--- src/design/spq_pkg.sv ---
`default_nettype none

package spq_pkg;

    // Default sizing
    localparam int DEPTH_DEF  = 16;
    localparam int PRIO_W_DEF = 8;
    localparam int DATA_W     = 32;

    // Request opcodes
    localparam logic ACT_INSERT = 1'b0;
    localparam logic ACT_REMOVE = 1'b1;

    // Result status codes
    typedef enum logic [1:0] {
        STAT_OK    = 2'd0,
        STAT_FULL  = 2'd1,
        STAT_EMPTY = 2'd2
    } t_status;

    // Controller states
    typedef enum logic {
        S_IDLE = 1'b0,
        S_EXEC = 1'b1
    } t_state;

    // Controller to datapath commands
    typedef struct packed {
        logic load;   // capture request and compare against all slots
        logic exec;   // apply shift, update count and result registers
    } t_ctrl_cmd;

endpackage

`default_nettype wire

--- src/design/spq_ctrl.sv ---
`default_nettype none

module spq_ctrl
    import spq_pkg::*;
(
    input  wire logic      i_clk,
    input  wire logic      i_rst_n,
    input  wire logic      i_valid,
    output logic           o_ready,
    output logic           o_valid,
    input  wire logic      i_ready,
    output t_ctrl_cmd      o_cmd
);

    t_state r_state;
    t_state n_state;
    logic   r_out_valid;
    logic   n_out_valid;
    logic   in_acc;

    // Take a request only in idle, when the result register is free or draining now
    assign in_acc = i_valid && o_ready;

    // Next state
    always_comb begin
        n_state = r_state;
        unique case (r_state)
            S_IDLE: begin
                if (in_acc) begin
                    n_state = S_EXEC;
                end
            end
            S_EXEC: begin
                n_state = S_IDLE;
            end
            default: begin
                n_state = S_IDLE;
            end
        endcase
    end

    // Outputs
    always_comb begin
        o_ready  = 1'b0;
        o_cmd    = '0;
        unique case (r_state)
            S_IDLE: begin
                o_ready    = !r_out_valid || i_ready;
                o_cmd.load = i_valid && (!r_out_valid || i_ready);
            end
            S_EXEC: begin
                o_cmd.exec = 1'b1;
            end
            default: begin
                o_ready = 1'b0;
            end
        endcase
    end

    // Result valid flag
    always_comb begin
        n_out_valid = r_out_valid;
        if (o_valid && i_ready) begin
            n_out_valid = 1'b0;
        end
        if (o_cmd.exec) begin
            n_out_valid = 1'b1;
        end
    end

    assign o_valid = r_out_valid;

    always_ff @(posedge i_clk) begin
        if (!i_rst_n) begin
            r_state     <= S_IDLE;
            r_out_valid <= 1'b0;
        end else begin
            r_state     <= n_state;
            r_out_valid <= n_out_valid;
        end
    end

endmodule

`default_nettype wire

--- src/design/spq_datapath.sv ---
`default_nettype none

module spq_datapath
    import spq_pkg::*;
#(
    parameter int DEPTH  = DEPTH_DEF,
    parameter int PRIO_W = PRIO_W_DEF,
    localparam int CNT_W = $clog2(DEPTH + 1)
) (
    input  wire logic                     i_clk,
    input  wire logic                     i_rst_n,
    input  wire t_ctrl_cmd                i_cmd,
    input  wire logic                     i_action,
    input  wire logic signed [DATA_W-1:0] i_item_data,
    input  wire logic [PRIO_W-1:0]        i_item_priority,
    output logic [1:0]                    o_status,
    output logic                          o_removed_valid,
    output logic signed [DATA_W-1:0]      o_removed_data,
    output logic [PRIO_W-1:0]             o_removed_priority,
    output logic signed [DATA_W-1:0]      o_head_data,
    output logic signed [DATA_W-1:0]      o_tail_data,
    output logic [CNT_W-1:0]              o_entry_count,
    output logic                          o_is_empty
);

    // Slot row: slot 0 is the head
    logic [DATA_W-1:0] r_slot_data [DEPTH];
    logic [PRIO_W-1:0] r_slot_prio [DEPTH];
    logic [DATA_W-1:0] n_slot_data [DEPTH];
    logic [PRIO_W-1:0] n_slot_prio [DEPTH];
    logic [CNT_W-1:0]  r_count;
    logic [CNT_W-1:0]  n_count;
    logic [DATA_W-1:0] r_tail;
    logic [DATA_W-1:0] n_tail;

    // Captured request
    logic              r_act;
    logic [DATA_W-1:0] r_data;
    logic [PRIO_W-1:0] r_prio;
    logic [DEPTH-1:0]  r_keep;     // slot stays in place on insert
    logic [DEPTH-1:0]  occ;
    logic [DEPTH-1:0]  keep_now;

    // Result registers
    t_status           r_status;
    logic              r_rem_valid;
    logic [DATA_W-1:0] r_rem_data;
    logic [PRIO_W-1:0] r_rem_prio;
    logic [DATA_W-1:0] r_head;
    logic [DATA_W-1:0] r_tail_out;
    logic [CNT_W-1:0]  r_cnt_out;

    t_status           n_status;
    logic              do_ins;
    logic              do_rem;
    logic              at_end;

    // Per-cell occupancy and priority compare (prefix, list is sorted)
    genvar g;
    generate
        for (g = 0; g < DEPTH; g++) begin : g_cmp
            assign occ[g]      = CNT_W'(g) < r_count;
            assign keep_now[g] = occ[g] && !(r_slot_prio[g] < i_item_priority);
        end
    endgenerate

    // Status decision
    always_comb begin
        n_status = STAT_OK;
        if (r_act == ACT_INSERT) begin
            if (r_count == CNT_W'(DEPTH)) begin
                n_status = STAT_FULL;
            end
        end else begin
            if (r_count == '0) begin
                n_status = STAT_EMPTY;
            end
        end
    end

    assign do_ins = (r_act == ACT_INSERT) && (n_status == STAT_OK);
    assign do_rem = (r_act == ACT_REMOVE) && (n_status == STAT_OK);
    // New item lands after every occupied slot
    assign at_end = &(r_keep | ~occ);

    // Per-cell next value: keep, take the new item, or shift
    generate
        for (g = 0; g < DEPTH; g++) begin : g_cell
            logic [DATA_W-1:0] up_data;
            logic [PRIO_W-1:0] up_prio;
            logic [DATA_W-1:0] dn_data;
            logic [PRIO_W-1:0] dn_prio;
            logic              prev_keep;
            if (g == 0) begin : g_first
                assign up_data   = r_slot_data[g];
                assign up_prio   = r_slot_prio[g];
                assign prev_keep = 1'b1;
            end else begin : g_rest
                assign up_data   = r_slot_data[g-1];
                assign up_prio   = r_slot_prio[g-1];
                assign prev_keep = r_keep[g-1];
            end
            if (g == DEPTH - 1) begin : g_last
                assign dn_data = r_slot_data[g];
                assign dn_prio = r_slot_prio[g];
            end else begin : g_mid
                assign dn_data = r_slot_data[g+1];
                assign dn_prio = r_slot_prio[g+1];
            end
            always_comb begin
                n_slot_data[g] = r_slot_data[g];
                n_slot_prio[g] = r_slot_prio[g];
                if (do_ins && !r_keep[g]) begin
                    if (prev_keep) begin
                        n_slot_data[g] = r_data;
                        n_slot_prio[g] = r_prio;
                    end else begin
                        n_slot_data[g] = up_data;
                        n_slot_prio[g] = up_prio;
                    end
                end else if (do_rem) begin
                    n_slot_data[g] = dn_data;
                    n_slot_prio[g] = dn_prio;
                end
            end
        end
    endgenerate

    // Count and tail tracking
    always_comb begin
        n_count = r_count;
        n_tail  = r_tail;
        if (do_ins) begin
            n_count = r_count + CNT_W'(1);
            if (at_end) begin
                n_tail = r_data;
            end
        end else if (do_rem) begin
            n_count = r_count - CNT_W'(1);
        end
    end

    // Request capture
    always_ff @(posedge i_clk) begin
        if (i_cmd.load) begin
            r_act  <= i_action;
            r_data <= i_item_data;
            r_prio <= i_item_priority;
            r_keep <= keep_now;
        end
    end

    // Slot row and tail payload
    always_ff @(posedge i_clk) begin
        if (i_cmd.exec) begin
            for (int i = 0; i < DEPTH; i++) begin
                r_slot_data[i] <= n_slot_data[i];
                r_slot_prio[i] <= n_slot_prio[i];
            end
            r_tail <= n_tail;
        end
    end

    // Entry count
    always_ff @(posedge i_clk) begin
        if (!i_rst_n) begin
            r_count <= '0;
        end else if (i_cmd.exec) begin
            r_count <= n_count;
        end
    end

    // Result registers
    always_ff @(posedge i_clk) begin
        if (i_cmd.exec) begin
            r_status    <= n_status;
            r_rem_valid <= do_rem;
            r_rem_data  <= do_rem ? r_slot_data[0] : '0;
            r_rem_prio  <= do_rem ? r_slot_prio[0] : '0;
            r_head      <= (n_count != '0) ? n_slot_data[0] : '0;
            r_tail_out  <= (n_count != '0) ? n_tail : '0;
            r_cnt_out   <= n_count;
        end
    end

    assign o_status           = r_status;
    assign o_removed_valid    = r_rem_valid;
    assign o_removed_data     = r_rem_data;
    assign o_removed_priority = r_rem_prio;
    assign o_head_data        = r_head;
    assign o_tail_data        = r_tail_out;
    assign o_entry_count      = r_cnt_out;
    assign o_is_empty         = (r_cnt_out == '0);

endmodule

`default_nettype wire

--- src/design/sorted_priority_queue_unit.sv ---
// Each slot compares its priority in parallel when a request is accepted;
// the whole slot row shifts and the results are captured in the EXEC state.
// No new request is taken until EXEC is done. Results wait in an output
// register; a new request is taken when that register is free or draining.
// Reset (synchronous, active low) empties the queue; slot contents are kept.
`default_nettype none

module sorted_priority_queue_unit
    import spq_pkg::*;
#(
    parameter int DEPTH  = DEPTH_DEF,
    parameter int PRIO_W = PRIO_W_DEF,
    localparam int CNT_W = $clog2(DEPTH + 1)
) (
    input  wire logic                     i_clk,
    input  wire logic                     i_rst_n,
    input  wire logic                     i_valid,
    output logic                          o_ready,
    input  wire logic                     i_action,
    input  wire logic signed [DATA_W-1:0] i_item_data,
    input  wire logic [PRIO_W-1:0]        i_item_priority,
    output logic                          o_valid,
    input  wire logic                     i_ready,
    output logic [1:0]                    o_status,
    output logic                          o_removed_valid,
    output logic signed [DATA_W-1:0]      o_removed_data,
    output logic [PRIO_W-1:0]             o_removed_priority,
    output logic signed [DATA_W-1:0]      o_head_data,
    output logic signed [DATA_W-1:0]      o_tail_data,
    output logic [CNT_W-1:0]              o_entry_count,
    output logic                          o_is_empty
);

    t_ctrl_cmd cmd;

    // Sequencer
    spq_ctrl u_ctrl (
        .i_clk   (i_clk),
        .i_rst_n (i_rst_n),
        .i_valid (i_valid),
        .o_ready (o_ready),
        .o_valid (o_valid),
        .i_ready (i_ready),
        .o_cmd   (cmd)
    );

    // Slot row and result registers
    spq_datapath #(
        .DEPTH  (DEPTH),
        .PRIO_W (PRIO_W)
    ) u_dp (
        .i_clk              (i_clk),
        .i_rst_n            (i_rst_n),
        .i_cmd              (cmd),
        .i_action           (i_action),
        .i_item_data        (i_item_data),
        .i_item_priority    (i_item_priority),
        .o_status           (o_status),
        .o_removed_valid    (o_removed_valid),
        .o_removed_data     (o_removed_data),
        .o_removed_priority (o_removed_priority),
        .o_head_data        (o_head_data),
        .o_tail_data        (o_tail_data),
        .o_entry_count      (o_entry_count),
        .o_is_empty         (o_is_empty)
    );

endmodule

`default_nettype wire

--- config.mk ---
export PLATFORM = sky130hd
export DESIGN_NAME = sorted_priority_queue_unit
export DESIGN_NICKNAME = d
export VERILOG_FILES = /design/src/design/spq_pkg.sv /design/src/design/spq_ctrl.sv /design/src/design/spq_datapath.sv /design/src/design/sorted_priority_queue_unit.sv
export SDC_FILE = /design/constraint.sdc
export NUM_CORES = 2
export LEC_CHECK = 0
export BUFFER_PORTS_ARGS = -buffer_cell sky130_fd_sc_hd__buf_2
export CAP_MARGIN = 30
export CORE_AREA = 2 2 331 267
export CTS_CLUSTER_SIZE = 12
export DETAILED_ROUTE_END_ITERATION = 8
export DIE_AREA = 0 0 333 269
export PLACE_DENSITY_LB_ADDON = 0.2
export SYNTH_ARGS = -nofsm -noshare
export SYNTH_HDL_FRONTEND = slang
export SYNTH_HIERARCHICAL = 1
export SYNTH_SLANG_ARGS = --single-unit
--- constraint.sdc ---
create_clock -name i_clk -period 7.8 [get_ports i_clk]
set_input_delay 2.34 -clock i_clk [delete_from_list [all_inputs] [get_ports i_clk]]
set_output_delay 2.34 -clock i_clk [all_outputs]
set_load 0.01 [all_outputs]
After elaboration in Yosys (flattened, before gate mapping)
Memory sizes are Yosys's and may differ from the RTL's.
Cells that the tools add are included.
{"block": "totals", "regBits": 208, "mem_bits_rw": 640, "input_bits": 45, "word_cells": 241, "n_memories": 2}
{"block": "op_classes", "add_sub_neg": 2, "n_lt_le_gt_ge": 32, "n_eq_ne": 1, "muxes": 108, "bitwise_logic": 4, "n_reduce_logical": 77}
{"name": "u_dp.r_slot_data", "words": 16, "word_bits": 32, "read_ports": 16, "rd_clocked_by_memory_dff": 0, "wr": 16, "line_no": "spq_datapath.sv:27", "text": "logic [DATA_W-1:0] r_slot_data [DEPTH];"}
{"name": "u_dp.r_slot_prio", "words": 16, "word_bits": 8, "read_ports": 16, "rd_clocked_by_memory_dff": 0, "wr": 16, "line_no": "spq_datapath.sv:28", "text": "logic [PRIO_W-1:0] r_slot_prio [DEPTH];"}
{"cell": "two-way mux 32 bit", "n": 48}
{"cell": "two-way mux 8 bit", "n": 46}
{"cell": "less-than comparator 8 bit", "n": 16}
{"cell": "less-than comparator 4 x 5 -> 1 bit, first input constant", "n": 8}
{"cell": "logical AND 1 bit", "n": 37}
{"cell": "zero test 1 bit", "n": 33}
{"cell": "less-than comparator 3 x 5 -> 1 bit, first input constant", "n": 4}
{"cell": "inverter 16 bit", "n": 1}
{"cell": "bitwise OR 16 bit", "n": 1}
{"cell": "AND reduction 16 bit", "n": 1}
{"cell": "zero test 5 bit", "n": 2}
{"cell": "less-than comparator 1 x 5 -> 1 bit, first input constant", "n": 2}
{"cell": "less-than comparator 2 x 5 -> 1 bit, first input constant", "n": 2}
{"cell": "two-way mux 5 bit", "n": 2}
{"cell": "two-way mux 1 bit", "n": 9}
{"cell": "adder 5 x 1 -> 5 bit, second input constant", "n": 1}
{"cell": "== test 5 bit, second input constant", "n": 1}
{"cell": "nonzero test 5 bit", "n": 1}
{"cell": "subtractor 5 x 1 -> 5 bit, second input constant", "n": 1}
{"cell": "two-way mux 2 bit", "n": 2}
{"cell": "zero test 2 bit", "n": 1}
{"cell": "inverter 1 bit", "n": 2}
{"cell": "case mux 1 bit (2 select lines)", "n": 1}
{"cell": "nonzero test 2 bit", "n": 1}
{"cell": "logical OR 1 bit", "n": 1}

Logic depth before layout (Yosys ltp)
{"block": "logic_depth", "ltp_word": 8, "ltp_mapped": 11}

By module
Netlist, hierarchy kept.
{"mod": "spq_datapath", "n_inst": 1, "cells_each": 3641, "area_each_um2": 42693.4}
{"mod": "spq_ctrl", "n_inst": 1, "cells_each": 8, "area_each_um2": 96.3}

Worst setup path after synthesis
Ideal clock, no wire load.
{"block": "synth_timing", "path_kind": "input to register", "startpoint": "input i_ready", "endpoint": "register u_dp.r_act, enable pin", "setup_ps": 554, "arrival_time_ps": 6551, "setup_slack_ps": 695, "cell_stages": 2, "path_buffers": 0, "path_cell_list": "nor2b_4 -> nor3b_1"}
{"item": "start, declared", "line_no": "sorted_priority_queue_unit.sv:23", "text": "input wire logic i_ready,"}
{"item": "end signal, assigned", "line_no": "spq_datapath.sv:146", "text": "r_act <= i_action;"}
{"item": "end, declared", "line_no": "spq_datapath.sv:37", "text": "logic r_act;"}

Final worst setup path
{"block": "layout_timing", "startpoint": "input i_ready", "endpoint": "output o_ready"}
{"block": "layout_between", "elab_chain_len": 2}
{"item": "logical OR 1 bit", "line_no": "spq_ctrl.sv:48", "text": "o_ready = !r_out_valid || i_ready;"}
{"item": "two-way mux 1 bit", "line_no": "spq_ctrl.sv:46", "text": "unique case (r_state)"}
{"item": "end, declared", "line_no": "sorted_priority_queue_unit.sv:18", "text": "output logic o_ready,"}
Every way passes these cells.

==> results.json <==
{
  "postSynthAreaPerCell_um2": 11.7,
  "start_util_pct": 49.4,
  "drt_first_iter_violations": 2725,
  "synth_seq_cells": 848,
  "cts_buffer_depth": 3,
  "synth_nets": 3810,
  "synth_ff_type": "edfxtp_1",
  "h-tree-depth": 3,
  "status": "finished clean",
  "clkPwrFrac_pct": 37.3,
  "clk_pin_slew_ps": 60,
  "max_freq_mhz": 194,
  "num_vias": 27500,
  "rows": 97,
  "synth-xor-area-share_pct": 0.123,
  "synth_edf_count": 841,
  "yosys.area_share.simple_pct": 8.32,
  "clk_latency_ps": 660,
  "syn_area_um2": 42800,
  "dp_hpwl_um": 66700,
  "syn_to_final_growth_pct": 10.3,
  "yosys.area.top_type": "edfxtp_1",
  "maxSlewViolCount": 0,
  "coreArea_um2": 86700,
  "arrival_ps": 2800,
  "antenna_found_initial": 0,
  "hold_path_class": "reg -> reg",
  "grt_max_degree": 172,
  "die_height_um": 269,
  "synth_top_family_by_area": "multiplexers",
  "switching_share_pct": 25.6,
  "fillers": 7498,
  "grt_pass1_wl_um": 157000,
  "synth-adder-area-share_pct": 3.39,
  "timing.final.ws_setup_ps": 2660,
  "ys_seq_area_share_pct": 59.3,
  "p_total_mw": 10.9,
  "path_common_cell": "buf_2",
  "p_int_mw": 8.10,
  "place_congestion": 0.820,
  "period_needed_ps": 5140,
  "yosysUniqueCellTypes": 57,
  "ctsRootBufferMaster": "clkbuf_16",
  "post_cts_resized": 0,
  "final-hold-violation-count": 0,
  "grt_pass1_vias": 25200,
  "tns_ps": 0,
  "min_period_over_period_pct": 65.9,
  "synth-compound-area-share_pct": 10.6,
  "avgViaCountPerCell": 5.67,
  "synthArstFlopShare_pct": 0,
  "yosys_warnings": 6,
  "worstMarginPinSlew_ps": 1030,
  "portBuffers": 159,
  "max-vdd-ir-drop_v": 0.000147,
  "num_antenna_cells": 0,
  "ios": 160,
  "synth_area_leaders": "edfxtp_1, mux2i_1, a21oi_1",
  "drtPass1Iterations": 5,
  "postRouteAntennaNets": 0,
  "post_drt_wl_per_cell_um": 20.9,
  "cp_max_fo": 4,
  "p_comb_share_pct": 12.0,
  "wirelength_um": 102000,
  "grtUsageTotal_pct": 22.3,
  "post-route-drc-count": 0,
  "critPathCaptureType": "output port",
  "drive_above_1_share_pct": 12.0,
  "rsz0062_at_grt": "false",
  "maxCapViolCount": 0,
  "cts-buffers-inserted": 90,
  "dieArea_um2": 89600,
  "clkSinkCount": 848,
  "die-width_um": 333,
  "p_leak_nw": 17.4,
  "ff_latch_area_um2": 25400,
  "synthMuxAreaShare_pct": 15.3,
  "ctsHoldBuffers": 0,
  "crit_type": "in -> out",
  "post-place-ws_ps": 2660,
  "yosys.area.top_type_share_pct": 59.0,
  "setup_violations": 0,
  "cp_cell_sequence": "buf_2, nor2b_4, nor2_1, buf_2",
  "power_density_nw_per_um2": 231,
  "syn_inst": 3649,
  "p_switching_mw": 2.80,
  "max_slew_margin_pct": 31.1,
  "overflow": 0,
  "p_seq_share_pct": 50.7,
  "multi_input_area_um2": 16300,
  "crit_path_max_incr_delay_ps": 150,
  "cp_data_required_time_ps": 5460,
  "skew_ps": 25.7,
  "fin_nets": 3807,
  "cp-start-kind": "input port",
  "slowest_stage": "nor2b_4",
  "cts_tree": "done",
  "post_cts_buffers": 0
}
## cells in the mapped netlist (all sizes together), types with 2 or more instances
cell and n:
ha 116, buf 17, o211ai 3, o21ai 96, clkbuf 294, nor2 584
nor4 5, or3 2, inv 15, nor3 3, a21o 43, edfxtp 841
xnor2 4, dfxtp 7, xor2 2, and2 44, nand3 48, mux2 81
and3 2, nor3b 4, nand2b 22, o21a 29, nand2 128, a221o 2
a2111oi 3, mux2i 562, nor2b 10, a21oi 661
## cells by family after synthesis
group,Yosys count
xor gates and xnor gates,6
adders and majority gates,116
buffers and inverters,327
DFF,848
and+or+nand+nor,856
muxes,643
AOI/OAI and AO/OA,853
## state kept, by name, indices dropped and copies added (netlist names)
register                 count
u_dp/o_removed_priority      8
u_dp/r_slot_prio           128
u_dp/r_prio                  8
u_dp/o_tail_data            32
u_dp/o_removed_valid         1
u_dp/r_count                 5
u_dp/o_head_data            32
u_dp/o_removed_data         32
u_dp/r_keep                 16
u_ctrl/r_state               1
u_ctrl/o_valid               1
u_dp/o_status                2
u_dp/r_tail                 32
u_dp/r_slot_data           512
u_dp/r_act                   1
u_dp/o_entry_count           5
u_dp/r_data                 32
## stage by stage
stage	util (%)	instances	area [um^2]	hold WS, ps
finish	54.5	4848	47200	566
global route	54.5	4848	47200	595
global placement	51.2	4687	44400	550
detailed placement	51.4	4692	44500	560
floorplan	-	3649	42800	482
CTS	54.5	4848	47200	576
## critical path, delay by kind of cell
kind / cells / cell delay [ps]
buffers and inverters: 2 / 260
and+or+nand+nor: 2 / 200
## power by group through the flow
| stage | Combinational, mW | Sequential (mW) | Clock, mW |
|---|---|---|---|
| after floorplan | 0.990 | 5.51 | 0 |
| after global placement | 1.27 | 5.61 | 0 |
| after detailed placement | 1.31 | 5.61 | 0 |
| after CTS | 1.31 | 5.52 | 4.17 |
| after global routing | 1.45 | 5.55 | 4.32 |
| final | 1.31 | 5.52 | 4.07 |
## layer usage
metal  GRT usage [%]  wire, um  vias up  share of wire [%]
met5               0         0        -                  0
met4            4.24      1340        0                1.3
met3            3.19      6650       88                6.6
met2            29.3     38900      880                 38
met1            38.2     54700    13100                 54
li1                -         -    13400                  -
## final cells by class
class,instances,share of cell area [%]
clock buffer,119,5.09
clock inverter,37,0.660
inverter,16,0.127
multi-input combinational,2474,34.6
sequential,848,53.8
tap,1138,3.02
timing repair buffer,216,2.75
## placed cells by master (no fill, tap or decap), types with 22 or more instances in the layout
cell type,netlist,final
a21o_1,43,43
a21oi_1,661,661
and2_1,44,44
buf_2,11,159
buf_4,1,51
clkbuf_1,294,27
clkbuf_16,0,92
edfxtp_1,841,841
ha_1,116,116
mux2_2,81,81
mux2i_1,562,562
nand2_1,128,128
nand2b_1,22,22
nand3_1,48,48
nor2_1,584,569
o21ai_0,94,94
## path summary, 6_finish.rpt
path                                  from                  endpoint  slack, ps  cells past startpoint
setup / recovery                   i_ready                   o_ready       2660                      4
hold reg to reg   u_dp/r_slot_data[1][217]  u_dp/r_slot_data[1][249]        570                      1
hold / removal    u_dp/r_slot_data[1][217]  u_dp/r_slot_data[1][249]        570                      1
setup reg to reg           u_dp/r_count[1]  u_dp/r_slot_data[0][144]       3720                      9
Power figures use the tool's default switching activity.
